`src/hw/rtl/lap_ram.sv`:
```
// generic single-port-write ram with registered read
module lap_ram #(
   parameter int WIDTH = 8,
   parameter int DEPTH = 512
) (
   input  logic                     clock,
   input  logic                     wr_en,
   input  logic [$clog2(DEPTH)-1:0] wr_addr,
   input  logic [WIDTH-1:0]         wr_data,
   input  logic                     rd_en,
   input  logic [$clog2(DEPTH)-1:0] rd_addr,
   output logic [WIDTH-1:0]         rd_data
);

   logic [WIDTH-1:0] mem [DEPTH];

   always_ff @(posedge clock) begin
      if (wr_en) begin
         mem[wr_addr] <= wr_data;
      end
      if (rd_en) begin
         rd_data <= mem[rd_addr];
      end
   end

endmodule

```
`config.mk`:
```
export PLATFORM = sky130hd
export DESIGN_NAME = lap_ram
export DESIGN_NICKNAME = d
export VERILOG_FILES = /design/src/hw/rtl/lap_ram.sv
export SDC_FILE = /design/constraint.sdc
export NUM_CORES = 2
export LEC_CHECK = 0
export ABC_CLOCK_PERIOD_IN_PS = 2800
export BUFFER_PORTS_ARGS = -buffer_cell sky130_fd_sc_hd__buf_4
export CORE_MARGIN = 8
export CORE_UTILIZATION = 45
export CTS_BUF_LIST = sky130_fd_sc_hd__clkbuf_16
export CTS_CLUSTER_DIAMETER = 40
export DETAILED_ROUTE_END_ITERATION = 6
export SYNTH_ARGS = -nofsm -noshare
export SYNTH_HDL_FRONTEND = slang
export SYNTH_SLANG_ARGS = --single-unit
```
`constraint.sdc`:
```
create_clock -name clock -period 2.8 [get_ports clock]
set_input_delay 0 -clock clock [delete_from_list [all_inputs] [get_ports clock]]
set_output_delay 0 -clock clock [all_outputs]
set_load 0.005 [all_outputs]
```
==> metrics.txt <==
status=finished, violations left; failing checks=design-rule violations, negative setup slack; # rows=between 200 and 250; hold endpoint=rd_data[5]; Post-Synthesis Cells=about 8,000; Yosys top cell by area=edfxtp_1; Async S/R FF share, synth=0%; Net Count, Synth=a little over 8,000; GRT overflow=0; share of cells above drive strength 1=28.47%; Setup WS post-layout=-2.798 ps; worst reg2reg path depth=9; wire per inst=30.07 um; Area contributors post-synth=edfxtp_1, mux4_2, mux2i_1; setup slack, reg-to-reg=-3 ps; Synth top cells by count=edfxtp_1, mux2i_1, mux4_2; Syn. warnings=0; DP Worst Slack=-1119 ps; CTS H-tree lvls=6; average size of a mapped cell=approximately 20 um^2; r2r startpoint=mem[290][4]; TritonCTS Buffers=approximately 520; top cell type's share of synthesized area=77.02%; DR vias=around 86,000; CTS Buffer Depth=4; Worst-path clk slew=approximately 60 ps; post-layout util=between 50% and 60%; Final setup violation count=2; Worst Skew=~60 ps; root buffer cell=clkbuf_16; FILL cells=between 20,000 and 30,000; hold path depth=6; slew margin rel.=21.35%; Final Hold Violating Endpoints=0; VDD IR max=a little over 0.6 mV; CTS sink cnt=4,104; FF+latch count, synth=just over 4,000; Antenna Nets Post-Route=0; Worst Hold Launch=rd_addr[5]; reg2reg end=rd_data[4]; Syn Std Cell Area=about 0.16 mm^2; Worst-Skew Late Latency=a little over 1000 ps; arrival time worst endpoint=about 3700 ps; Setup crit end kind=flip-flop; power density over cell area=730.4 mW/mm^2; initial antenna violation count=21; Residual DRC=1; sequential element share of the synthesized area=between 70% and 80%; main flop type after synthesis=edfxtp_1; Max Cap Viol=0; Max FO, Critical Path=2; Core ar.=approximately 0.35 mm^2; 1st-iter DRT viols=just over 10,000; most common cell in the netlist=edfxtp_1; Total GRT Usage=about 23%; Slew Limit Fails=0; Fmax=0.3568 GHz; vias per cell=approximately 5.9; TritonCTS clock tree=done; slew of the pin with the lowest slew margin=about 1200 ps; Die X=between 600 and 700 um; die height=612.3 um; Die ar.=0.3749 mm^2; routed wire length=roughly 440,000 um; number of synthesized flops with an enable pin=slightly above 4,000; Area Growth Syn to Fin=20.21%; Post-Route Setup TNS=-4.537 ps; first-pass GRT wire length=625,700 um; drt first pass iters=7; routability cong.=around 0.87; IO Port Bufs=36; Final #Nets=a little over 9,000; I/O pins=37; post-synth cell types=50; largest net degree at the start of global routing=approximately 130; dpl hpwl=280,100 um; Initial Util=45.09%; Min-Delay Path Class=in2reg; CP Class=reg2reg; Critical Path Source Type=flip-flop; Crit path required time=~3700 ps; period utilisation layout=100.1%; leakage=64.10 nW; vias in the first global route=86,969; post-layout min period=roughly 2800 ps
repair_timing:
| action | 4_1_cts | 5_1_grt |
|---|---|---|
| setup endpoints to repair | 4 | 5 |
| setup buffers | 0 | 0 |
| gates resized for setup | 14 | 11 |
| endpoints found under the hold margin | 4653 | 0 |
| pin swaps | 4 | 5 |
| hold buffers | 30 | 0 |
sequential cells by signal (all words and copies together) (netlist names):
register / cells
mem: 4096
rd_data: 8
worst max-delay path by stage:
stage           startpoint         end  slack [ps]  depth (start not counted)
2_1_floorplan   rd_addr[0]  rd_data[0]         690                         10
3_3_place_gp    rd_addr[1]  rd_data[0]       -1100                         12
3_5_place_dp    rd_addr[1]  rd_data[0]       -1120                         12
4_1_cts         mem[42][0]  rd_data[0]           3                          9
5_1_grt        mem[257][7]  rd_data[7]         -10                          8
6_report       mem[290][4]  rd_data[4]          -3                          9
area by class of cell:
cell class / count / area [um^2] / area share, %
flip-flops and latches: 4104 / 123200 / 64.07
multi-input cells: 3410 / 34150 / 17.76
clock buffers: 528 / 13210 / 6.869
repair buffers: 1288 / 11710 / 6.085
well taps: 4751 / 5944 / 3.090
clock inverters: 406 / 4048 / 2.104
diodes: 10 / 25.02 / 0.01301
inverters: 3 / 18.77 / 0.009757
per-stage QoR:
stage / hold slack [ps] / total power [mW] / cell area, um^2 / cells
6_report: 62.10 / 140.5 / 192300 / 14500
5_1_grt: 35.82 / 144.1 / 192300 / 14494
4_1_cts: 4.066 / 141.4 / 192300 / 14490
3_5_place_dp: 384.8 / 75.92 / 174600 / 13526
3_3_place_gp: 389.3 / 75.83 / 174600 / 13525
2_1_floorplan: 98.87 / 72.22 / 160000 / 8030
power by group:
| part | switching [mW] | internal, mW |
|---|---|---|
| registers | 0.0585 | 67.7 |
| clock network | 26.5 | 39.2 |
| logic | 4.41 | 2.56 |
per-layer routing:
layer / vias to the layer above / share of wire (%) / global-route usage [%]
met1: 45156 / 41 / 31.99
met5: - / 0.0092 / 0
met3: 733 / 8.2 / 3.932
met2: 3879 / 48 / 36.57
li1: 36187 / - / -
met4: 6 / 3.5 / 7.341
cell usage in the layout, fill, tap and decap left out, types with 34 or more instances in the layout:
cell and instances:
mux4_2 654, clkinvlp_4 34, bufinv_16 46, nor2_1 595, nor3_1 108, clkinv_2 68, inv_6 48, buf_12 149
nand2_1 96, a22oi_1 61, mux2i_1 797, a21oi_1 193, clkinv_4 36, edfxtp_1 4104, o221ai_1 364, inv_1 67
o22ai_1 163, clkinv_1 64, o21ai_0 117, clkbuf_16 528, buf_4 1096
critical path, cell delays in order, from the launching register on:
cell and delay (ps):
edfxtp_1 330, mux2i_1 70, o221ai_1 370, o22ai_1 150
o21ai_0 360, buf_4 190, nand4_1 380, nor4_4 440
buf_4 200, o2111a_1 190
kinds of logic after synthesis:
| group | count (synthesis) | synth area share, % |
|---|---|---|
| flip-flops | 4104 | 77.02 |
| multiplexers | 1451 | 14.19 |
| AND/OR/NAND/NOR | 980 | 2.630 |
| AO/OA/AOI/OAI | 979 | 4.311 |
| buffers and inverters | 516 | 1.848 |
(Power assumes the default switching activity.)
