`config.mk`:
```
export PLATFORM = sky130hd
export DESIGN_NAME = lap_window
export DESIGN_NICKNAME = d
export VERILOG_FILES = /design/src/hw/rtl/lap_pkg.sv /design/src/hw/rtl/lap_window.sv
export SDC_FILE = /design/constraint.sdc
export NUM_CORES = 1
export LEC_CHECK = 0
export BUFFER_PORTS_ARGS = -buffer_cell sky130_fd_sc_hd__buf_2
export CAP_MARGIN = 15
export CORE_ASPECT_RATIO = 0.5
export CORE_MARGIN = 2
export CORE_UTILIZATION = 50
export CTS_CLUSTER_SIZE = 25
export DETAILED_ROUTE_END_ITERATION = 8
export GPL_TIMING_DRIVEN = 0
export MAX_ROUTING_LAYER = met4
export PLACE_DENSITY_LB_ADDON = 0.2
export SYNTH_ARGS = -nofsm -noshare
export SYNTH_HDL_FRONTEND = slang
export SYNTH_SLANG_ARGS = --single-unit
```
`constraint.sdc`:
```
create_clock -name clock -period 5.7 [get_ports clock]
set_input_delay 0.57 -clock clock [delete_from_list [all_inputs] [get_ports clock]]
set_output_delay 0.57 -clock clock [all_outputs]
set_load 0.02 [all_outputs]
```
`src/hw/rtl/lap_pkg.sv`:
```
// shared constants, types and helpers of the laplacian edge filter
package lap_pkg;

   localparam int PIX_W          = 8;
   localparam int CFG_W          = 10;
   localparam int BIAS_W         = 8;
   localparam int ROW_W          = 10;
   localparam int POS_W          = 20;
   localparam int CSR_ADDR_W     = 2;
   localparam int MAX_WIDTH_DEF  = 512;
   localparam int MAX_HEIGHT_DEF = 512;

   localparam logic [CFG_W-1:0]  LINE_WIDTH_RST   = 10'd352;
   localparam logic [CFG_W-1:0]  FRAME_HEIGHT_RST = 10'd288;
   localparam logic [BIAS_W-1:0] BIAS_RST         = 8'd127;

   localparam logic [CSR_ADDR_W-1:0] CSR_LINE_WIDTH   = 2'd0;
   localparam logic [CSR_ADDR_W-1:0] CSR_FRAME_HEIGHT = 2'd1;
   localparam logic [CSR_ADDR_W-1:0] CSR_BIAS         = 2'd2;

   // per-request info carried from the counter stage to the window stage
   typedef struct packed {
      logic [PIX_W-1:0] pix;
      logic             emit;
      logic             up_ok;
      logic             down_ok;
      logic             left_ok;
      logic             right_ok;
      logic             last;
   } lap_stage_type;

   // frame dimension limited to 1..maxv
   function automatic logic [CFG_W-1:0] clamp_dim(logic [CFG_W-1:0] raw, int unsigned maxv);
      logic [CFG_W-1:0] res;
      if (raw == '0) begin
         res = CFG_W'(1);
      end else if (32'(raw) > maxv) begin
         res = CFG_W'(maxv);
      end else begin
         res = raw;
      end
      return res;
   endfunction

endpackage

```
`src/hw/rtl/lap_window.sv`:
```
// window stage: line buffer update, laplacian sum, clamp and output register
module lap_window #(
   parameter int MAX_WIDTH = lap_pkg::MAX_WIDTH_DEF
) (
   input  logic                          clock,
   input  logic                          reset,
   input  logic                          load,
   input  lap_pkg::lap_stage_type        stage,
   input  logic [$clog2(MAX_WIDTH)-1:0]  addr,
   input  logic [lap_pkg::BIAS_W-1:0]    bias,
   input  logic [lap_pkg::PIX_W-1:0]     upper_q,
   input  logic [lap_pkg::PIX_W-1:0]     middle_q,
   output logic                          stage_free,
   output logic                          wr_en,
   output logic [$clog2(MAX_WIDTH)-1:0]  wr_addr,
   output logic [lap_pkg::PIX_W-1:0]     wr_upper,
   output logic [lap_pkg::PIX_W-1:0]     wr_middle,
   output logic                          rsp_tvalid,
   input  logic                          rsp_tready,
   output logic [lap_pkg::PIX_W-1:0]     rsp_tdata,   // filtered
   output logic                          rsp_tlast
);

   import lap_pkg::*;

   localparam int ADDR_W = $clog2(MAX_WIDTH);

   logic               s1_valid_ff, s1_valid_in;
   lap_stage_type      s1_ff;
   logic [ADDR_W-1:0]  s1_addr_ff;
   logic               byp_ff, byp_in;
   logic [PIX_W-1:0]   byp_upper_ff;
   logic [PIX_W-1:0]   byp_middle_ff;
   logic [PIX_W-1:0]   c1_mid_ff;
   logic [PIX_W-1:0]   c2_top_ff, c2_mid_ff, c2_bot_ff;
   logic               out_valid_ff, out_valid_in;
   logic [PIX_W-1:0]   out_data_ff;
   logic               out_last_ff;

   logic               advance;
   logic [PIX_W-1:0]   upper_eff, middle_eff;
   logic [PIX_W-1:0]   up, down, left, right;
   logic [PIX_W+2:0]   pos_sum;
   logic [PIX_W+1:0]   neg_sum;
   logic [PIX_W+2:0]   diff;
   logic [PIX_W-1:0]   result;

   assign advance    = s1_valid_ff && (!s1_ff.emit || !out_valid_ff || rsp_tready);
   assign stage_free = !s1_valid_ff || advance;

   // the request just ahead wrote this column in the same cycle as our read
   assign upper_eff  = byp_ff ? byp_upper_ff : upper_q;
   assign middle_eff = byp_ff ? byp_middle_ff : middle_q;

   assign wr_en     = advance;
   assign wr_addr   = s1_addr_ff;
   assign wr_upper  = middle_eff;
   assign wr_middle = s1_ff.pix;

   // window after the shift: centre column is the previous newest column
   assign up    = s1_ff.up_ok ? c2_top_ff : '0;
   assign down  = s1_ff.down_ok ? c2_bot_ff : '0;
   assign left  = s1_ff.left_ok ? c1_mid_ff : '0;
   assign right = s1_ff.right_ok ? middle_eff : '0;

   always_comb begin
      pos_sum = (PIX_W+3)'(up) + (PIX_W+3)'(down) + (PIX_W+3)'(left)
              + (PIX_W+3)'(right) + (PIX_W+3)'(bias);
      neg_sum = {c2_mid_ff, 2'b00};
      diff    = pos_sum - (PIX_W+3)'(neg_sum);
      if (pos_sum < (PIX_W+3)'(neg_sum)) begin
         result = '0;
      end else if (diff > (PIX_W+3)'({PIX_W{1'b1}})) begin
         result = '1;
      end else begin
         result = diff[PIX_W-1:0];
      end
   end

   always_comb begin
      s1_valid_in = s1_valid_ff;
      if (load) begin
         s1_valid_in = 1'b1;
      end else if (advance) begin
         s1_valid_in = 1'b0;
      end
      byp_in = byp_ff;
      if (load) begin
         byp_in = advance && (s1_addr_ff == addr);
      end
      out_valid_in = out_valid_ff;
      if (advance && s1_ff.emit) begin
         out_valid_in = 1'b1;
      end else if (rsp_tready) begin
         out_valid_in = 1'b0;
      end
   end

   always_ff @(posedge clock) begin
      if (reset) begin
         s1_valid_ff  <= 1'b0;
         byp_ff       <= 1'b0;
         out_valid_ff <= 1'b0;
      end else begin
         s1_valid_ff  <= s1_valid_in;
         byp_ff       <= byp_in;
         out_valid_ff <= out_valid_in;
      end
      if (load) begin
         s1_ff         <= stage;
         s1_addr_ff    <= addr;
         byp_upper_ff  <= middle_eff;
         byp_middle_ff <= s1_ff.pix;
      end
      if (advance) begin
         c1_mid_ff <= c2_mid_ff;
         c2_top_ff <= upper_eff;
         c2_mid_ff <= middle_eff;
         c2_bot_ff <= s1_ff.pix;
      end
      if (advance && s1_ff.emit) begin
         out_data_ff <= result;
         out_last_ff <= s1_ff.last;
      end
   end

   assign rsp_tvalid = out_valid_ff;
   assign rsp_tdata  = out_data_ff;
   assign rsp_tlast  = out_last_ff;

endmodule

```
==> reports/summary.txt <==
Worst Setup EP -> rsp_tdata[4]
RR Endpoint -> rsp_tdata[4]
Clk pin slew, worst setup/hold paths -> 0.07 ns
Sink Count -> 83
Worst R2R Start -> s1_ff[3]
core area -> 8860 µm²
vias -> 2994
leakage -> 2.44 nW
Clock Skews -> 0.00967 ns
Power Density -> 461 nW/µm²
r2r setup slk -> 0.19 ns
DRT antenna net count -> 0
# rows -> 24
Slew HR -> 39.3%
vias per cell -> 5.04
synth top area cells -> edfxtp_1 52%, fa_1 10%, ha_1 5.1%
hold wc startpoint -> stage[7]
fmax -> 181 MHz
placed inst area -> 5210 µm²
ys async rst share -> 0%
pins over their slew limit -> 0
post-route cell area -> 5690 µm²
Crit path required time -> 5.79 ns
Syn Nets -> 464
period utilization -> 96.7%
post-route worst setup slack -> 0.186 ns
vias in the first global route -> 2872
Distinct cells, synth -> 44
synthesis warning total -> 0
# DRC -> 2
clock latency on the worst-skew pair -> 0.34 ns
DPL Wire Length -> 6.45 mm
share of cells above drive strength 1 -> 34.4%
final net count -> 566
Synth area leader -> edfxtp_1
VDD IR max -> 0.000179 V
IO Pins -> 88
drt total wl -> 8.90 mm
Min Clock Period, post-route -> 5.51 ns
GRT Util Overall -> 19.1%
ant diodes -> 0
final setup vio count -> 0
Seq pwr share -> 28.9%
CP Data Arrival Time -> 5.60 ns
CP Max Fanout -> 4
Initial Utilization -> 52.3%
Sw Share -> 38.3%
EDFF count, synth -> 80
# H-tree levels -> 3
violated checks -> design-rule violations
Seq/Total Area, Yosys -> 53.2%
Die X -> 140 µm
Root Buffer -> clkbuf_16
Clock Power Share -> 23.3%
Sequential Area -> 2460 µm²
initial antenna violation count -> 0
Cell Int Power -> 1.62 mW
P&R area growth vs syn -> 22.8%
hold path cells -> 1
FF+latch count, synth -> 83
Filler Cell Count -> 686
Critical Path Source -> s1_ff[3]
outcome -> finished with violations
worst r2r path cells -> 19
Hold WC Path Type -> input pin to flop
CTS tree -> built
first-pass GRT wire length -> 14.0 mm
multi-input combinational cell area -> 1980 µm²
Max-Cap Viols -> 0
WS Path Type -> flop to flop
Mapped Cells -> 370
die height -> 72.1 µm
pin count of the biggest net entering global routing -> 42
pre-CTS setup slack -> -0.292 ns
syn_area_per_cell -> 12.5 µm²
share of the synthesized area in the top cell type -> 51.9%
CTS buffer count -> 9
clk buf depth -> 2
total power -> 2.62 mW
Die Area -> 10100 µm²
grt total ovfl -> 0
endpoints failing hold -> 0
Buffers on Ports -> 87
Main synth FF type -> edfxtp_1
RePlAce Congestion -> 0.874
post-synthesis cell area -> 4630 µm²
Switch Pwr -> 1.00 mW
Logic pwr share -> 47.7%
critical path launch point type -> flop
routed length per instance -> 15.0 µm
DRT Pass-1 Iters -> 8
DRT iter0 DRCs -> 165
Crit. End Element -> flop
Slew @ Worst Pin -> 0.911 ns
worst hold slack -> 0.396 ns
-- layer usage --
layer  part of all wire, %  GRT usage [%]  vias up
li1                      -              -     1477
met2                    45           28.6       89
met3                   5.4           5.48        6
met1                    48           26.1     1422
met5                     0              -        -
met4                  0.75           5.16        0
-- placed cells by master (no fill, tap or decap), types with 9 or more instances in the layout --
cell type,instances
nand2_1,31
nor2_1,11
mux2_2,16
a21oi_2,9
xnor2_1,14
and2_1,9
ha_1,16
fa_1,23
buf_4,14
buf_2,87
clkbuf_16,9
edfxtp_1,80
inv_1,63
-- synthesized netlist by cell type (2+ instances only) --
master and number:
xnor2_1 14, and2_1 11, or3_1 3, xor2_1 3, a21oi_1 14, o21ai_0 9, fa_1 24, nor3_1 3
nand2_1 33, mux2_2 16, nor2_1 11, o31a_1 3, clkbuf_1 4, a21o_1 3, o2111ai_1 2, ha_1 19
a211oi_2 2, and3_1 3, buf_4 8, nand3_1 3, o21a_1 8, edfxtp_1 80, dfxtp_1 3, a21oi_2 2
a211oi_1 3, inv_1 63, a2111oi_0 2, nand4_1 3, nor2b_1 3
-- registers in the layout, indices dropped and copies added, names as in the netlist --
name and flops:
c2_bot_ff 8, s1_ff 6, rsp_tdata 8, byp_ff 1
wr_addr 9, rsp_tvalid 1, c2_top_ff 8, rsp_tlast 1
byp_middle_ff 8, wr_middle 8, byp_upper_ff 8, c2_mid_ff 8
s1_valid_ff 1, c1_mid_ff 8
-- logic make-up after synthesis --
family / share of synthesized area, %
multiplexers: 3.89
AO/OA/AOI/OAI: 9.65
XOR/XNOR: 3.22
adder cells (fa/ha/maj): 15.5
AND/OR/NAND/NOR: 7.75
buffers and inverters: 6.81
flip-flops: 53.2
-- worst max-delay path: stages, from the launching register on --
cell       delay (ns)
edfxtp_1         0.47
nand2_2          0.13
fa_1             0.45
fa_1             0.49
fa_1             0.51
inv_1            0.04
ha_1             0.22
fa_2             0.36
a21o_1           0.19
a21oi_2          0.15
nor2b_1          0.07
o21a_1           0.18
o41a_1           0.33
xor2_1           0.15
ha_1             0.34
a21oi_2          0.20
nor2_1           0.06
a311o_2          0.44
a2111oi_2        0.35
nor2_1           0.08
-- through the flow --
stage	util, %	setup TNS [ns]	cells
2_1_floorplan	-	0	370
3_3_place_gp	58.8	-1.72	574
3_5_place_dp	58.9	-1.79	574
4_1_cts	62.8	0	590
5_1_grt	64.2	-0.0941	594
6_report	64.2	0	594
-- timing repair --
item                                    4_1_cts  5_1_grt
endpoints found under the setup margin        8        8
pin swaps                                     1       11
hold buffers                                  0        0
resized for setup                             7       21
buffers inserted                              2        4
-- final cells by class --
class                           count  share of cell area, %
Buffer                             11                   1.25
Clock buffer                        9                   3.96
Clock inverter                      7                   1.54
Inverter                           63                   4.16
Multi-Input combinational cell    211                   34.8
Sequential cell                    83                   43.3
Tap cell                          117                   2.57
Timing Repair Buffer               93                   8.45
-- worst min path at each step --
stage | end | slack (ns)
after floorplan | rsp_tlast | 0.40
after detailed placement | rsp_tlast | 0.41
after global placement | rsp_tlast | 0.40
after global routing | wr_middle[3] | 0.38
final | wr_middle[1] | 0.40
after CTS | wr_middle[3] | 0.38
-- power by group through the flow --
stage | clock [mW] | combinational (mW) | sequential (mW)
2_1_floorplan | 0 | 0.837 | 0.787
4_1_cts | 0.627 | 1.10 | 0.758
3_3_place_gp | 0 | 1.05 | 0.768
5_1_grt | 0.653 | 1.40 | 0.762
6_report | 0.612 | 1.25 | 0.758
3_5_place_dp | 0 | 1.06 | 0.770
No activity file was read; power rests on OpenSTA's default activity.
