### src/hw/rtl/lap_pkg.sv
// shared constants, types and helpers of the laplacian edge filter
package lap_pkg;

   localparam int PIX_W          = 8;
   localparam int CFG_W          = 10;
   localparam int BIAS_W         = 8;
   localparam int ROW_W          = 10;
   localparam int POS_W          = 20;
   localparam int CSR_ADDR_W     = 2;
   localparam int MAX_WIDTH_DEF  = 512;
   localparam int MAX_HEIGHT_DEF = 512;

   localparam logic [CFG_W-1:0]  LINE_WIDTH_RST   = 10'd352;
   localparam logic [CFG_W-1:0]  FRAME_HEIGHT_RST = 10'd288;
   localparam logic [BIAS_W-1:0] BIAS_RST         = 8'd127;

   localparam logic [CSR_ADDR_W-1:0] CSR_LINE_WIDTH   = 2'd0;
   localparam logic [CSR_ADDR_W-1:0] CSR_FRAME_HEIGHT = 2'd1;
   localparam logic [CSR_ADDR_W-1:0] CSR_BIAS         = 2'd2;

   // per-request info carried from the counter stage to the window stage
   typedef struct packed {
      logic [PIX_W-1:0] pix;
      logic             emit;
      logic             up_ok;
      logic             down_ok;
      logic             left_ok;
      logic             right_ok;
      logic             last;
   } lap_stage_type;

   // frame dimension limited to 1..maxv
   function automatic logic [CFG_W-1:0] clamp_dim(logic [CFG_W-1:0] raw, int unsigned maxv);
      logic [CFG_W-1:0] res;
      if (raw == '0) begin
         res = CFG_W'(1);
      end else if (32'(raw) > maxv) begin
         res = CFG_W'(maxv);
      end else begin
         res = raw;
      end
      return res;
   endfunction

endpackage

### src/hw/rtl/lap_div.sv
// iterative restoring divider, one quotient bit per cycle
module lap_div #(
   parameter int NUM_W = 18
) (
   input  logic                    clock,
   input  logic                    reset,
   input  logic                    start,
   input  logic [NUM_W-1:0]        dividend,
   input  logic [lap_pkg::CFG_W-1:0] divisor,
   output logic                    busy,
   output logic [NUM_W-1:0]        quotient,
   output logic [lap_pkg::CFG_W-1:0] remainder
);

   import lap_pkg::*;

   localparam int CNT_W = $clog2(NUM_W + 1);

   logic                 busy_ff, busy_in;
   logic [CNT_W-1:0]     cnt_ff, cnt_in;
   logic [NUM_W-1:0]     quot_ff, quot_in;
   logic [CFG_W-1:0]     rem_ff, rem_in;
   logic [CFG_W:0]       rem_sh;
   logic [CFG_W:0]       rem_sub;

   always_comb begin
      busy_in = busy_ff;
      cnt_in  = cnt_ff;
      quot_in = quot_ff;
      rem_in  = rem_ff;
      rem_sh  = {rem_ff, quot_ff[NUM_W-1]};
      rem_sub = rem_sh - {1'b0, divisor};
      if (start) begin
         busy_in = 1'b1;
         cnt_in  = CNT_W'(NUM_W);
         quot_in = dividend;
         rem_in  = '0;
      end else if (busy_ff) begin
         if (rem_sh >= {1'b0, divisor}) begin
            rem_in  = rem_sub[CFG_W-1:0];
            quot_in = {quot_ff[NUM_W-2:0], 1'b1};
         end else begin
            rem_in  = rem_sh[CFG_W-1:0];
            quot_in = {quot_ff[NUM_W-2:0], 1'b0};
         end
         cnt_in = cnt_ff - CNT_W'(1);
         if (cnt_ff == CNT_W'(1)) begin
            busy_in = 1'b0;
         end
      end
   end

   always_ff @(posedge clock) begin
      if (reset) begin
         busy_ff <= 1'b0;
         cnt_ff  <= '0;
      end else begin
         busy_ff <= busy_in;
         cnt_ff  <= cnt_in;
      end
      quot_ff <= quot_in;
      rem_ff  <= rem_in;
   end

   assign busy      = busy_ff;
   assign quotient  = quot_ff;
   assign remainder = rem_ff;

endmodule

### src/hw/rtl/lap_ctrl.sv
// configuration registers, frame position counters and request intake
module lap_ctrl #(
   parameter int MAX_WIDTH  = lap_pkg::MAX_WIDTH_DEF,
   parameter int MAX_HEIGHT = lap_pkg::MAX_HEIGHT_DEF
) (
   input  logic                               clock,
   input  logic                               reset,
   input  logic                               csr_we,
   input  logic [lap_pkg::CSR_ADDR_W-1:0]     csr_addr,
   input  logic [lap_pkg::CFG_W-1:0]          csr_wdata,
   input  logic                               req_tvalid,
   output logic                               req_tready,
   input  logic [lap_pkg::PIX_W-1:0]          req_tdata,
   input  logic                               req_tuser,
   input  logic                               stage_free,
   output logic                               load,
   output lap_pkg::lap_stage_type             stage,
   output logic [$clog2(MAX_WIDTH)-1:0]       rd_addr,
   output logic [lap_pkg::BIAS_W-1:0]         bias
);

   import lap_pkg::*;

   localparam int COL_W = $clog2(MAX_WIDTH);
   localparam int EFF_W = (MAX_WIDTH < 1023) ? MAX_WIDTH : 1023;
   localparam int EFF_H = (MAX_HEIGHT < 1023) ? MAX_HEIGHT : 1023;
   localparam int CNT_W = $clog2(EFF_W * EFF_H);
   localparam int TOT_W = CNT_W + 1;

   localparam logic [1:0] ST_RUN   = 2'd0;
   localparam logic [1:0] ST_TOTAL = 2'd1;
   localparam logic [1:0] ST_POS   = 2'd2;
   localparam logic [1:0] ST_DIV   = 2'd3;

   logic [1:0]        state_ff, state_in;
   logic [CFG_W-1:0]  width_ff, width_in;
   logic [CFG_W-1:0]  height_ff, height_in;
   logic [BIAS_W-1:0] bias_ff, bias_in;
   logic [COL_W-1:0]  col_ff, col_in;
   logic [ROW_W-1:0]  row_ff, row_in;
   logic [POS_W-1:0]  pos_ff, pos_in;
   logic [TOT_W-1:0]  total_ff, total_in;
   logic [CNT_W-1:0]  emit_cnt_ff, emit_cnt_in;
   logic [CNT_W-1:0]  prow_ff, prow_in;
   logic [COL_W-1:0]  pcol_ff, pcol_in;

   logic              accept;
   logic              draining;
   logic              col_wrap;
   logic              pcol_wrap;
   logic [2*CFG_W-1:0] area_prod;
   logic [2*CFG_W-1:0] row_prod;
   logic              div_start;
   logic              div_busy;
   logic [CNT_W-1:0]  div_quot;
   logic [CFG_W-1:0]  div_rem;

   lap_div #(.NUM_W(CNT_W)) u_div (
      .clock     (clock),
      .reset     (reset),
      .start     (div_start),
      .dividend  (emit_cnt_ff),
      .divisor   (width_ff),
      .busy      (div_busy),
      .quotient  (div_quot),
      .remainder (div_rem)
   );

   assign req_tready = (state_ff == ST_RUN) && stage_free;
   assign accept     = req_tvalid && req_tready;
   assign draining   = pos_ff >= POS_W'(total_ff);
   // a flush while pixels are still due is dropped with no effect
   assign load       = accept && !(req_tuser && !draining);
   assign rd_addr    = col_ff;
   assign bias       = bias_ff;
   assign div_start  = (state_ff == ST_TOTAL);

   assign area_prod = {{CFG_W{1'b0}}, width_ff} * {{CFG_W{1'b0}}, height_ff};
   assign row_prod  = {{CFG_W{1'b0}}, row_ff} * {{CFG_W{1'b0}}, width_ff};

   assign col_wrap  = (32'(col_ff) + 32'd1) >= 32'(width_ff);
   assign pcol_wrap = (32'(pcol_ff) + 32'd1) >= 32'(width_ff);

   always_comb begin
      stage.pix      = draining ? '0 : req_tdata;
      stage.emit     = pos_ff >= (POS_W'(width_ff) + POS_W'(1));
      stage.up_ok    = prow_ff != '0;
      stage.down_ok  = (32'(prow_ff) + 32'd1) < 32'(height_ff);
      stage.left_ok  = pcol_ff != '0;
      stage.right_ok = !pcol_wrap;
      stage.last     = (32'(emit_cnt_ff) + 32'd1) >= 32'(total_ff);
   end

   always_comb begin
      state_in    = state_ff;
      width_in    = width_ff;
      height_in   = height_ff;
      bias_in     = bias_ff;
      col_in      = col_ff;
      row_in      = row_ff;
      pos_in      = pos_ff;
      total_in    = total_ff;
      emit_cnt_in = emit_cnt_ff;
      prow_in     = prow_ff;
      pcol_in     = pcol_ff;

      // recompute derived counters after reset or a dimension change
      case (state_ff)
         ST_RUN: begin
         end
         ST_TOTAL: begin
            total_in = TOT_W'(area_prod);
            state_in = ST_POS;
         end
         ST_POS: begin
            pos_in   = POS_W'(row_prod) + POS_W'(col_ff);
            state_in = ST_DIV;
         end
         ST_DIV: begin
            if (!div_busy) begin
               prow_in  = div_quot;
               pcol_in  = COL_W'(div_rem);
               state_in = ST_RUN;
            end
         end
         default: begin
            state_in = ST_TOTAL;
         end
      endcase

      if (load) begin
         if (col_wrap) begin
            col_in = '0;
            row_in = row_ff + ROW_W'(1);
            if (row_ff == {ROW_W{1'b1}}) begin
               pos_in = '0;
            end else begin
               pos_in = pos_ff - POS_W'(col_ff) + POS_W'(width_ff);
            end
         end else begin
            col_in = col_ff + COL_W'(1);
            pos_in = pos_ff + POS_W'(1);
         end
         if (stage.emit) begin
            if (stage.last) begin
               col_in      = '0;
               row_in      = '0;
               pos_in      = '0;
               emit_cnt_in = '0;
               prow_in     = '0;
               pcol_in     = '0;
            end else begin
               emit_cnt_in = emit_cnt_ff + CNT_W'(1);
               if (pcol_wrap) begin
                  pcol_in = '0;
                  prow_in = prow_ff + CNT_W'(1);
               end else begin
                  pcol_in = pcol_ff + COL_W'(1);
               end
            end
         end
      end

      if (csr_we) begin
         case (csr_addr)
            CSR_LINE_WIDTH: begin
               width_in = clamp_dim(csr_wdata, MAX_WIDTH);
               state_in = ST_TOTAL;
            end
            CSR_FRAME_HEIGHT: begin
               height_in = clamp_dim(csr_wdata, MAX_HEIGHT);
               state_in  = ST_TOTAL;
            end
            CSR_BIAS: begin
               bias_in = csr_wdata[BIAS_W-1:0];
            end
            default: begin
            end
         endcase
      end
   end

   always_ff @(posedge clock) begin
      if (reset) begin
         state_ff    <= ST_TOTAL;
         width_ff    <= clamp_dim(LINE_WIDTH_RST, MAX_WIDTH);
         height_ff   <= clamp_dim(FRAME_HEIGHT_RST, MAX_HEIGHT);
         bias_ff     <= BIAS_RST;
         col_ff      <= '0;
         row_ff      <= '0;
         pos_ff      <= '0;
         total_ff    <= '0;
         emit_cnt_ff <= '0;
         prow_ff     <= '0;
         pcol_ff     <= '0;
      end else begin
         state_ff    <= state_in;
         width_ff    <= width_in;
         height_ff   <= height_in;
         bias_ff     <= bias_in;
         col_ff      <= col_in;
         row_ff      <= row_in;
         pos_ff      <= pos_in;
         total_ff    <= total_in;
         emit_cnt_ff <= emit_cnt_in;
         prow_ff     <= prow_in;
         pcol_ff     <= pcol_in;
      end
   end

endmodule

### config.mk
export PLATFORM = sky130hd
export DESIGN_NAME = lap_ctrl
export DESIGN_NICKNAME = d
export VERILOG_FILES = /design/src/hw/rtl/lap_pkg.sv /design/src/hw/rtl/lap_div.sv /design/src/hw/rtl/lap_ctrl.sv
export SDC_FILE = /design/constraint.sdc
export NUM_CORES = 1
export LEC_CHECK = 0
export BUFFER_PORTS_ARGS = -buffer_cell sky130_fd_sc_hd__buf_2
export CAP_MARGIN = 10
export CORE_ASPECT_RATIO = 1.75
export CORE_MARGIN = 2
export CORE_UTILIZATION = 61
export CTS_CLUSTER_SIZE = 24
export DETAILED_ROUTE_END_ITERATION = 12
export PLACE_DENSITY = 0.88
export SLEW_MARGIN = 5
export SYNTH_ARGS = -nofsm -noshare
export SYNTH_HDL_FRONTEND = slang
export SYNTH_SLANG_ARGS = --single-unit
### constraint.sdc
create_clock -name clock -period 9.4 [get_ports clock]
set_clock_uncertainty 0.05 [all_clocks]
set_input_delay 0 -clock clock [delete_from_list [all_inputs] [get_ports clock]]
set_output_delay 0 -clock clock [all_outputs]
set_load 0.1 [all_outputs]
==> impl_metrics.csv <==
group,metric,value,unit
outcome,status,"completed",
critical_path,cp_max_fo,22,
die,core_area,0.0305,mm²
grt,grt_max_degree,59,
synthesis,ys_types,69,
synthesis,netlist_area,0.0188,mm²
final_layout,drive_above_1_share,0.0485,
place,dp_hpwl,44000,µm
place,port_buffers,58,
die,initial_core_util,0.615,
synthesis,ys_ff_latch,167,
sta,hold_violations,0,
critical_path,crit_path_start_kind,"flip-flop",
clock_network,cts_tree,"done",
min_path,min_path_cells,4,
synthesis,synthMuxAreaShare,0.00906,
clock_network,post_cts_resize_count,0,
sta,worst_slack,2.92,ns
sta,finalSetupViolations,0,
synthesis,synthesis.nets,2786,
routing,vias,17132,
sta,fin_setup_tns,0,ns
critical_path,timing.rr.start,"width_ff[0]$_SDFFE_PP0P_",
die,row_count,85,
grt,grt_pass1_vias,17378,
critical_path,crit_type,"reg -> reg",
critical_path,worstReg2RegEnd,"total_ff[18]$_SDFFE_PP0P_",
clock_network,clkSinkCount,167,
routing,route.detailed.drc,0,
synthesis,synth_edf_count,18,
clock_network,clock_latency,0.47,ns
clock_network,htree_levels,4,
sta,fin_crit,6.48,ns
sta,max-slew-margin-rel,0.166,
synthesis,synth_warnings,0,
sta,rsz0062_at_grt,"no",
pwr,pwr_density_cell,122,mW/mm²
final_layout,area_delta_synth_final,6.50,%
critical_path,rr_worst_depth,20,
clock_network,clockBufferDepth,2,
min_path,hold_path_startpoint,"csr_we",
routing,dr.pass1.iters,6,
synthesis,synthAdderAreaFrac,0.315,
clock_network,cts_buffers,17,
place,gp_congestion,0.969,
min_path,min_to,"bias[6]$_SDFFE_PP1P_",
critical_path,crit_path_end_kind,"flip-flop",
grt,grt_remaining_overflow,0,
place,placed_cells,2735,
final_layout,utilization,0.655,
die,die_h,236,µm
final_layout,nets,2790,
sta,fin_crit_sh,0.690,
critical_path,arrival,6.76,ns
critical_path,required,9.68,ns
die,die_w,137,µm
synthesis,synth_top_family_by_area,"adder cells",
routing,drtIter0Drc,1359,
grt,grt_first_pass_wirelength,88900,µm
pwr,p_leak,9.40,nW
sta,worst_slew_pin_slew,1.25,ns
final_layout,fin_cells,2781,
synthesis,synth_compound_area_frac,0.139,
pwr,p_total,2.44,mW
synthesis,yosysSeqAreaShare,0.188,
synthesis,async_flop_share,0,
min_path,hold_path_class,"in -> reg",
synthesis,syn_inst,2373,
synthesis,synth-simple-area-share,0.211,
synthesis,ys.flop_type,"dfxtp_1",
sta,fmax,0.154,GHz
place,place_ws,3.03,ns
synthesis,yosys.area_share.xor_xnor,0.0592,
die,io-pin-count,59,
critical_path,cp-startpoint,"width_ff[0]$_SDFFE_PP0P_",
grt,grt_antenna_before_repair,0,
grt,grt.total_usage,0.359,
routing,antenna_left,0,
clock_network,cts_root_buffer,"clkbuf_16",
die,dieArea,0.0323,mm²
final_layout,diodes,0,
sta,maxSlewViolCount,0,
run,max_cap_violations,0,
routing,post_drt_wl_per_cell,20.4,µm
pwr,ir_worst_vdd,162,µV
routing,wl,56700,µm
clock_network,clk_pin_slew,0.07,ns
routing,viasPerCell,6.16,
synthesis,syn_avg_cell_area,7.91,µm²
critical_path,rrSetupSlack,2.92,ns
==> state kept, by name, indices dropped and copies added (netlist names), 10 cells and up <==
register and flops:
emit_cnt_ff 18, height_ff 10, pos_ff 20, u_div.remainder 10
total_ff 19, prow_ff 18, width_ff 10, row_ff 10
u_div.quotient 18
==> report_power, final <==
group / switching (mW) / internal (mW)
logic: 0.588 / 0.278
registers: 0.0700 / 0.774
clock network: 0.330 / 0.400
total: 0.989 / 1.45
==> worst max-delay path, cell delays in order (launching register included) <==
cell and delay [ns]:
dfxtp_1 0.98, clkinv_1 0.57, nor2_1 0.22, ha_1 0.17, inv_1 0.05, fa_1 0.50, inv_1 0.06, fa_1 0.51
fa_1 0.55, inv_1 0.05, fa_1 0.52, inv_1 0.04, ha_1 0.32, a21oi_1 0.28, nand2_1 0.08, o21ai_0 0.33
o21a_1 0.29, o21bai_1 0.15, o41ai_1 0.34, mux2i_1 0.23, nor3_1 0.06
==> cells by family after synthesis <==
group,count (synthesis)
flip-flops,167
AO/OA/AOI/OAI,426
multiplexers,17
XOR/XNOR,127
AND/OR/NAND/NOR,859
adder cells (fa/ha/maj),387
buffers and inverters,390
==> synthesized netlist by cell type, drive strengths merged (5+ instances only) <==
library cell  number  area (µm²)
a22oi              8        60.1
a211o              9        78.8
clkbuf            82         309
o21a              14         105
a21o              17         128
and2              59         369
nand2b            17         106
dfxtp            149        2980
o211ai             8        65.1
nand4             12        75.1
nor3              58         295
o21bai             6        45.0
inv              287        1080
and3              24         150
mux2i             17         170
and4               5        43.8
buf               17        82.6
fa               142        2840
a211oi            35         263
xor2              42         368
nor4              14        87.6
ha               245        3070
nor2             196         736
nand2            332        1250
o31ai             10        80.1
a21oi            161         806
or3               13        81.3
a311oi             5        43.8
o22ai             18         113
edfxtp            18         541
nand3             73         365
xnor2             85         744
o21ai             89         445
nand3b            17         128
nor2b             21         131
or2                8        50.1
a31oi             11        68.8
a2111oi            5        50.0
==> layout by cell type (no fill, tap or decap), drive strengths merged, types with 18 or more instances in the layout <==
cell and n:
o21ai 89, ha 245, a21oi 161, nand3 73
xor2 42, fa 142, nand2 332, edfxtp 18
o22ai 18, a211oi 35, inv 294, nor2 196
xnor2 85, and2 59, buf 70, dfxtp 149
and3 24, nor2b 21, clkbuf 19, nor3 58
==> repair_timing <==
action                                  4_1_cts  5_1_grt
hold endpoints to repair                     36        0
endpoints found under the setup margin        0        0
setup buffers                                 0        0
hold buffers                                 14        0
==> worst max-delay path by stage <==
stage	to	cells past startpoint
final	total_ff[18]$_SDFFE_PP0P_	20
after global routing	pos_ff[18]$_SDFFE_PP0P_	18
after CTS	total_ff[18]$_SDFFE_PP0P_	20
after detailed placement	total_ff[18]$_SDFFE_PP0P_	20
after global placement	pos_ff[18]$_SDFFE_PP0P_	18
after floorplan	pos_ff[18]$_SDFFE_PP0P_	20
==> metal layers <==
| layer | global-route usage | vias up | part of all wire |
|---|---|---|---|
| met5 | 0 | - | 0 |
| met4 | 0.318 | 0 | 0.10 |
| met3 | 0.0535 | 266 | 0.058 |
| met2 | 0.610 | 751 | 0.50 |
| met1 | 0.376 | 8180 | 0.34 |
| li1 | - | 7935 | - |
==> cell type report <==
class / instances / area (µm²)
Fill cell: 2498 / 10500
Multi-Input combinational cell: 1816 / 13800
Clock inverter: 13 / 161
Timing Repair Buffer: 84 / 523
Sequential cell: 167 / 3520
Tap cell: 391 / 489
Inverter: 291 / 1090
Clock buffer: 19 / 433
==> metrics by stage <==
step | hold slack, ns | area (µm²)
final | 0.0260 | 20000
after detailed placement | 0.201 | 19300
after global placement | 0.197 | 19300
after CTS | 0.00431 | 20000
after floorplan | 0.0740 | 18800
after global routing | 0.0518 | 20000
Note: power is estimated with default switching activity, not from simulation.
